$ cat config.mk
export PLATFORM = sky130hd
export DESIGN_NAME = stable_priority_queue_flat
export DESIGN_NICKNAME = d
export VERILOG_FILES = /design/src/design/spq_pkg.sv /design/src/design/spq_req_if.sv /design/src/design/spq_rsp_if.sv /design/src/design/spq_cell.sv /design/src/design/stable_priority_queue.sv /design/src/flat_wrapper.sv
export SDC_FILE = /design/constraint.sdc
export NUM_CORES = 2
export LEC_CHECK = 0
export ABC_CLOCK_PERIOD_IN_PS = 11850
export BUFFER_PORTS_ARGS = -buffer_cell sky130_fd_sc_hd__buf_2
export CELL_PAD_IN_SITES_DETAIL_PLACEMENT = 0
export CELL_PAD_IN_SITES_GLOBAL_PLACEMENT = 2
export CORE_AREA = 4 4 371 409
export CTS_BUF_LIST = sky130_fd_sc_hd__clkbuf_4
export DETAILED_ROUTE_END_ITERATION = 12
export DIE_AREA = 0 0 375 413
export HOLD_SLACK_MARGIN = 0.02
export PLACE_DENSITY_LB_ADDON = 0.1
export SYNTH_ARGS = -nofsm -noshare
export SYNTH_HDL_FRONTEND = slang
export SYNTH_HIERARCHICAL = 1
export SYNTH_SLANG_ARGS = --single-unit
$ cat constraint.sdc
create_clock -name clk -period 11.85 [get_ports clk]
set_input_delay 1.185 -clock clk [delete_from_list [all_inputs] [get_ports clk]]
set_output_delay 1.185 -clock clk [all_outputs]
set_load 0.05 [all_outputs]
$ cat src/design/spq_pkg.sv
// Shared types and codes for the stable priority queue.
`timescale 1ns / 1ps

package spq_pkg;

  // Operation codes on the request mode field
  localparam logic MODE_ENQ = 1'b0;
  localparam logic MODE_DEQ = 1'b1;

  // Result status codes
  typedef enum logic [1:0] {
    ST_ENQ   = 2'd0,
    ST_DEQ   = 2'd1,
    ST_EMPTY = 2'd2,
    ST_FULL  = 2'd3
  } status_t;

  // One stored entry
  typedef struct packed {
    logic signed [31:0] data;
    logic signed [31:0] prio;
  } entry_t;

endpackage

$ cat src/design/spq_req_if.sv
// Request channel of the stable priority queue.
`timescale 1ns / 1ps

interface spq_req_if;
  logic               valid;
  logic               ready;
  logic               mode;
  logic signed [31:0] data_in;
  logic signed [31:0] priority_in;

  modport source (output valid, output mode, output data_in, output priority_in,
                  input ready);
  modport sink (input valid, input mode, input data_in, input priority_in,
                output ready);
endinterface

$ cat src/design/spq_rsp_if.sv
// Response channel of the stable priority queue.
`timescale 1ns / 1ps

interface spq_rsp_if;
  logic               valid;
  logic               ready;
  logic [1:0]         status;
  logic signed [31:0] data_out;
  logic [4:0]         occupancy;

  modport source (output valid, output status, output data_out, output occupancy,
                  input ready);
  modport sink (input valid, input status, input data_out, input occupancy,
                output ready);
endinterface

$ cat src/design/spq_cell.sv
// One slot of the sorted register chain.
`timescale 1ns / 1ps

module spq_cell
  import spq_pkg::*;
#(
  parameter int IDX   = 0,
  parameter int CNT_W = 5
) (
  input  logic             clk,
  input  logic             enq,
  input  logic             deq,
  input  entry_t           new_entry,
  input  logic [CNT_W-1:0] count,
  input  entry_t           prev_q,
  input  logic             prev_behind,
  input  entry_t           next_q,
  output entry_t           q,
  output logic             behind
);

  logic held;

  // Slot is behind the new entry when empty or strictly larger in priority
  assign held   = CNT_W'(IDX) < count;
  assign behind = !held || (q.prio > new_entry.prio);

  // Shift toward the tail on insert, toward the head on removal
  always_ff @(posedge clk) begin
    if (enq && behind) begin
      q <= prev_behind ? prev_q : new_entry;
    end else if (deq) begin
      q <= next_q;
    end
  end

endmodule

$ cat src/design/stable_priority_queue.sv
// A response is registered in the cycle after its request is accepted.
// One request per cycle while the response is not stalled; every slot decides in
// parallel, so the chain of slot registers updates together for enqueue or dequeue.
// A request is taken while the previous response waits, when the response is consumed.
// Reset clears the entry count and the response valid; slot contents stay
// undefined until written and are never read beyond the count.
`timescale 1ns / 1ps

module stable_priority_queue
  import spq_pkg::*;
#(
  parameter int DEPTH = 16
) (
  input logic   clk,
  input logic   rst,
  spq_req_if.sink   req,
  spq_rsp_if.source rsp
);

  localparam int CNT_W = $clog2(DEPTH + 1);

  logic             accept;
  logic             full;
  logic             empty;
  logic             enq;
  logic             deq;
  logic [CNT_W-1:0] count;
  logic [CNT_W-1:0] count_next;
  logic [31:0]      count_ext;
  entry_t           new_entry;
  entry_t           cell_q [DEPTH];
  logic             behind [DEPTH];
  status_t          status_next;
  logic             rsp_valid;
  status_t          rsp_status;
  logic signed [31:0] rsp_data;
  logic [4:0]       rsp_occ;

  // Take a request unless a response is stalled
  assign req.ready = !rsp_valid || rsp.ready;
  assign accept    = req.valid && req.ready;

  assign full  = count == CNT_W'(DEPTH);
  assign empty = count == '0;
  assign enq   = accept && (req.mode == MODE_ENQ) && !full;
  assign deq   = accept && (req.mode == MODE_DEQ) && !empty;

  assign new_entry.data = req.data_in;
  assign new_entry.prio = req.priority_in;

  // Build the slot chain
  for (genvar i = 0; i < DEPTH; i++) begin : g_cell
    entry_t prev_q;
    logic   prev_behind;
    entry_t next_q;

    if (i == 0) begin : g_head
      assign prev_q      = new_entry;
      assign prev_behind = 1'b0;
    end else begin : g_body
      assign prev_q      = cell_q[i-1];
      assign prev_behind = behind[i-1];
    end

    if (i == DEPTH - 1) begin : g_tail
      assign next_q = cell_q[i];
    end else begin : g_link
      assign next_q = cell_q[i+1];
    end

    spq_cell #(
      .IDX   (i),
      .CNT_W (CNT_W)
    ) u_cell (
      .clk         (clk),
      .enq         (enq),
      .deq         (deq),
      .new_entry   (new_entry),
      .count       (count),
      .prev_q      (prev_q),
      .prev_behind (prev_behind),
      .next_q      (next_q),
      .q           (cell_q[i]),
      .behind      (behind[i])
    );
  end

  // Next count and status
  always_comb begin
    count_next  = count;
    status_next = ST_ENQ;
    if (req.mode == MODE_ENQ) begin
      if (full) begin
        status_next = ST_FULL;
      end else begin
        count_next  = count + CNT_W'(1);
        status_next = ST_ENQ;
      end
    end else begin
      if (empty) begin
        status_next = ST_EMPTY;
      end else begin
        count_next  = count - CNT_W'(1);
        status_next = ST_DEQ;
      end
    end
  end

  assign count_ext = 32'(count_next);

  // Hold count and the response register
  always_ff @(posedge clk) begin
    if (rst) begin
      count     <= '0;
      rsp_valid <= 1'b0;
    end else begin
      if (accept) begin
        count     <= count_next;
        rsp_valid <= 1'b1;
      end else if (rsp.ready) begin
        rsp_valid <= 1'b0;
      end
    end
    if (accept) begin
      rsp_status <= status_next;
      rsp_data   <= deq ? cell_q[0].data : '0;
      rsp_occ    <= count_ext[4:0];
    end
  end

  assign rsp.valid     = rsp_valid;
  assign rsp.status    = rsp_status;
  assign rsp.data_out  = rsp_data;
  assign rsp.occupancy = rsp_occ;

  // Count stays within the chain length
  a_count_bound: assert property (@(posedge clk) disable iff (rst)
    count <= CNT_W'(DEPTH))
    else $error("entry count beyond depth");

  // Accepted enqueue into a non-full queue grows the count by one
  a_enq_grow: assert property (@(posedge clk) disable iff (rst)
    (accept && req.mode == MODE_ENQ && !full) |=> count == $past(count) + CNT_W'(1))
    else $error("enqueue did not grow count");

  // Every accepted request yields a pending response next cycle
  a_rsp_follow: assert property (@(posedge clk) disable iff (rst)
    accept |=> rsp_valid)
    else $error("response missing after request");

  // Dequeue status only when entries were held
  a_deq_nonempty: assert property (@(posedge clk) disable iff (rst)
    (accept && req.mode == MODE_DEQ && empty) |=> rsp_status == ST_EMPTY)
    else $error("dequeue from empty queue not flagged");

endmodule
$ cat src/flat_wrapper.sv
// flat-port wrapper written by rule: the top's interface ports become plain ports
module stable_priority_queue_flat import spq_pkg::*;
#(
  parameter int DEPTH = 16
)
  (clk, rst, req_valid, req_mode, req_data_in, req_priority_in, req_ready, rsp_valid, rsp_status, rsp_data_out, rsp_occupancy, rsp_ready);
  spq_req_if req_i ();
  spq_rsp_if rsp_i ();
  input logic clk;
  input logic rst;
  input wire logic [$bits(req_i.valid)-1:0] req_valid;
  input wire logic [$bits(req_i.mode)-1:0] req_mode;
  input wire logic [$bits(req_i.data_in)-1:0] req_data_in;
  input wire logic [$bits(req_i.priority_in)-1:0] req_priority_in;
  output wire logic [$bits(req_i.ready)-1:0] req_ready;
  output wire logic [$bits(rsp_i.valid)-1:0] rsp_valid;
  output wire logic [$bits(rsp_i.status)-1:0] rsp_status;
  output wire logic [$bits(rsp_i.data_out)-1:0] rsp_data_out;
  output wire logic [$bits(rsp_i.occupancy)-1:0] rsp_occupancy;
  input wire logic [$bits(rsp_i.ready)-1:0] rsp_ready;
  assign req_i.valid = req_valid;
  assign req_i.mode = req_mode;
  assign req_i.data_in = req_data_in;
  assign req_i.priority_in = req_priority_in;
  assign req_ready = req_i.ready;
  assign rsp_valid = rsp_i.valid;
  assign rsp_status = rsp_i.status;
  assign rsp_data_out = rsp_i.data_out;
  assign rsp_occupancy = rsp_i.occupancy;
  assign rsp_i.ready = rsp_ready;
  stable_priority_queue #(.DEPTH(DEPTH)) u_core (.clk(clk), .rst(rst), .req(req_i), .rsp(rsp_i));
endmodule
==> flow_summary.json <==
{
  "setup.worst_path.start_class": "flip-flop",
  "intPower_mw": 9.71,
  "clk_latency_ns": 1.31,
  "p_comb_share_pct": 33.0,
  "clockBufferDepth": 4,
  "swShare_pct": 31.5,
  "die_height_um": 413,
  "power_switching_mw": 4.47,
  "crit_buf_inv": 5,
  "rr_worst_depth": 11,
  "finalWirelength_um": 177000,
  "regToRegSetupSlack_ns": 6.47,
  "drc": 0,
  "ir_drop_uv": 116,
  "fmax_ghz": 0.186,
  "cp.depth": 11,
  "start_util_pct": 49.7,
  "final_util_pct": 53.5,
  "chipWidth_um": 375,
  "cts-root-buf": "clkbuf_4",
  "fp-row-count": 148,
  "grt_overflow": 0,
  "yosys_warnings": 6,
  "grt_pass1_wl_um": 273000,
  "slowest_delay_ns": 1.02,
  "routedWlPerCell_um": 21.2,
  "endpoint_kind": "flip-flop",
  "worst_path_most_repeated_cell": "buf_4",
  "p_per_area_nw_per_um2": 180,
  "rsz0062_at_grt": "false",
  "die_area_um2": 155000,
  "grt_use_total_pct": 22.3,
  "r2r_start": "u_core/count[0]$_SDFFE_PP0P_",
  "reg2reg_to": "u_core/g_cell[1].u_cell/q[27]$_DFFE_PP_",
  "synthesis.nets": 6574,
  "setup_violations": 0,
  "cp_top_family": "buffers and inverters",
  "area_delta_synth_final_pct": 7.71,
  "drive_above_1_share_pct": 35.8,
  "io_pins": 110,
  "core_area_um2": 148000,
  "numCtsBuffers": 319,
  "design_area_um2": 78900,
  "worstSetupPathType": "flip-flop to flip-flop",
  "hold_path.class": "input pin to flip-flop",
  "finalClockSkew_ns": 0.103,
  "met2_usage_pct": 31.6,
  "synth_area_um2": 73300,
  "crit_arrival_ns": 6.23,
  "place.gp.congestion": 0.809,
  "place_area_um2": 75100,
  "cts_resized": 0,
  "cts_htree_levels": 5,
  "final_nets": 6762,
  "slew_violations": 0,
  "vias": 46600,
  "avgSynthCellArea_um2": 12.2,
  "critPathLaunch": "u_core/count[0]$_SDFFE_PP0P_",
  "crit_chain": "buf_4, inv_1, ha_1, nor3b_1, a21o_1, nor2_4, buf_4, inv_1, o311ai_4, buf_4, or2_4",
  "clkTransAtPathRegs_ns": 0.06,
  "met1_usage_pct": 34.5,
  "cp.required_ns": 12.70,
  "synthCells": 5991,
  "cts.sinks": 1069,
  "ant_nets": 0,
  "p_leak_nw": 33.5,
  "postCtsSetupBuffers": 0,
  "drt-initial-drc-count": 3166,
  "crit_end": "u_core/g_cell[1].u_cell/q[27]$_DFFE_PP_",
  "cts_tree": "yes",
  "grt_max_degree": 96,
  "maxCapViolCount": 0,
  "outcome": "finished clean",
  "tightest_slew_ns": 1.19,
  "cp_max_fo": 64,
  "first_pass_iters": 6,
  "viasPerCell": 5.59,
  "p_clk_share_pct": 24.4,
  "met3_usage_pct": 4.10,
  "hold_viol_final": 0,
  "period_minus_slack_ns": 5.38,
  "first_global_vias": 46300,
  "holdWs_ns": 0.246,
  "io_buffers": 109,
  "min_period_over_period_pct": 45.4,
  "slowest_stage": "o311ai_4",
  "slew_headroom_pct": 20.4,
  "seqPwrFrac_pct": 42.7,
  "antenna_found_initial": 7,
  "hpwl_um": 131000,
  "holdBufCountCts": 2,
  "top_usage_layer": "met1",
  "setup_tns_ns": 0
}
area by class of cell:
| cell class | instances | area [um^2] |
|---|---|---|
| fill | 12700 | 68700 |
| clock buffer | 463 | 3480 |
| tap | 1950 | 2440 |
| clock inverter | 52 | 280 |
| antenna | 9 | 22.5 |
| timing repair buffer | 161 | 941 |
| inverter | 558 | 2090 |
| sequential | 1069 | 32000 |
| multi-input combinational | 4070 | 37600 |
worst min-delay path by stage:
stage,cells after the start,startpoint,to,slack [ns]
5_1_grt,3,rsp_ready,u_core/rsp.valid$_SDFFE_PP0P_,0.08
2_1_floorplan,1,u_core/g_cell[0].u_cell/q[54]$_DFFE_PP_,u_core/rsp.data_out[22]$_SDFFCE_PN0P_,0.52
4_1_cts,3,rsp_ready,u_core/rsp.valid$_SDFFE_PP0P_,0.06
3_3_place_gp,2,u_core/rsp.valid$_SDFFE_PP0P_,u_core/rsp.valid$_SDFFE_PP0P_,0.51
6_report,3,rsp_ready,u_core/rsp.valid$_SDFFE_PP0P_,0.25
3_5_place_dp,2,u_core/rsp.valid$_SDFFE_PP0P_,u_core/rsp.valid$_SDFFE_PP0P_,0.52
sequential cells by signal, indices dropped and copies added (netlist names):
name	cells
u_core/g_cell.u_cell/q	1024
u_core/rsp.data_out	32
u_core/count	5
u_core/rsp.occupancy	5
u_core/rsp.status	2
u_core/rsp.valid	1
metrics by stage:
stage	total power [mW]	std cells	setup slack, ns
after floorplan	9.63	5991	5.49
after global placement	10.7	7806	5.63
after detailed placement	10.8	7806	5.70
after CTS	14.3	8323	6.39
after global routing	15.1	8332	6.13
final	14.2	8332	6.47
cells in the final DEF, fill, tap and decap left out, drive strengths merged, types with 4 or more instances in the layout:
cell type / count
a2111o: 12
a2111oi: 4
a21o: 20
a21oi: 254
a221oi: 13
a22oi: 13
and2: 32
buf: 159
clkbuf: 463
clkinv: 46
dfxtp: 6
diode: 9
edfxtp: 1063
ha: 514
inv: 561
mux2: 1554
nand2: 633
nand3: 55
nand4: 123
nor2: 16
nor2b: 19
nor3: 51
nor4: 8
o211ai: 30
o21ai: 573
o22ai: 4
o311a: 16
o311ai: 13
o31a: 4
o32a: 12
or2: 17
or3: 17
or4: 14
xnor2: 5
power groups by stage:
stage          Sequential [mW]  Clock, mW  Combinational [mW]
6_report                  6.05       3.45                4.68
5_1_grt                   6.15       3.81                5.11
4_1_cts                   6.04       3.60                4.68
3_5_place_dp              6.12          0                4.66
3_3_place_gp              6.09          0                4.58
2_1_floorplan             5.87          0                3.76
metal layers:
metal / part of all wire, % / vias up / wire [um]
met5: 0 / - / 0
met4: 2.0 / 0 / 3480
met3: 5.3 / 270 / 9430
met2: 41 / 1190 / 71800
met1: 52 / 22300 / 92000
li1: - / 22800 / -
worst min-delay path, cell delays in order:
cell and delay, ns:
buf_2 0.07, nand2b_1 0.13, a21oi_1 0.07
No activity file was read; power rests on OpenSTA's default activity.
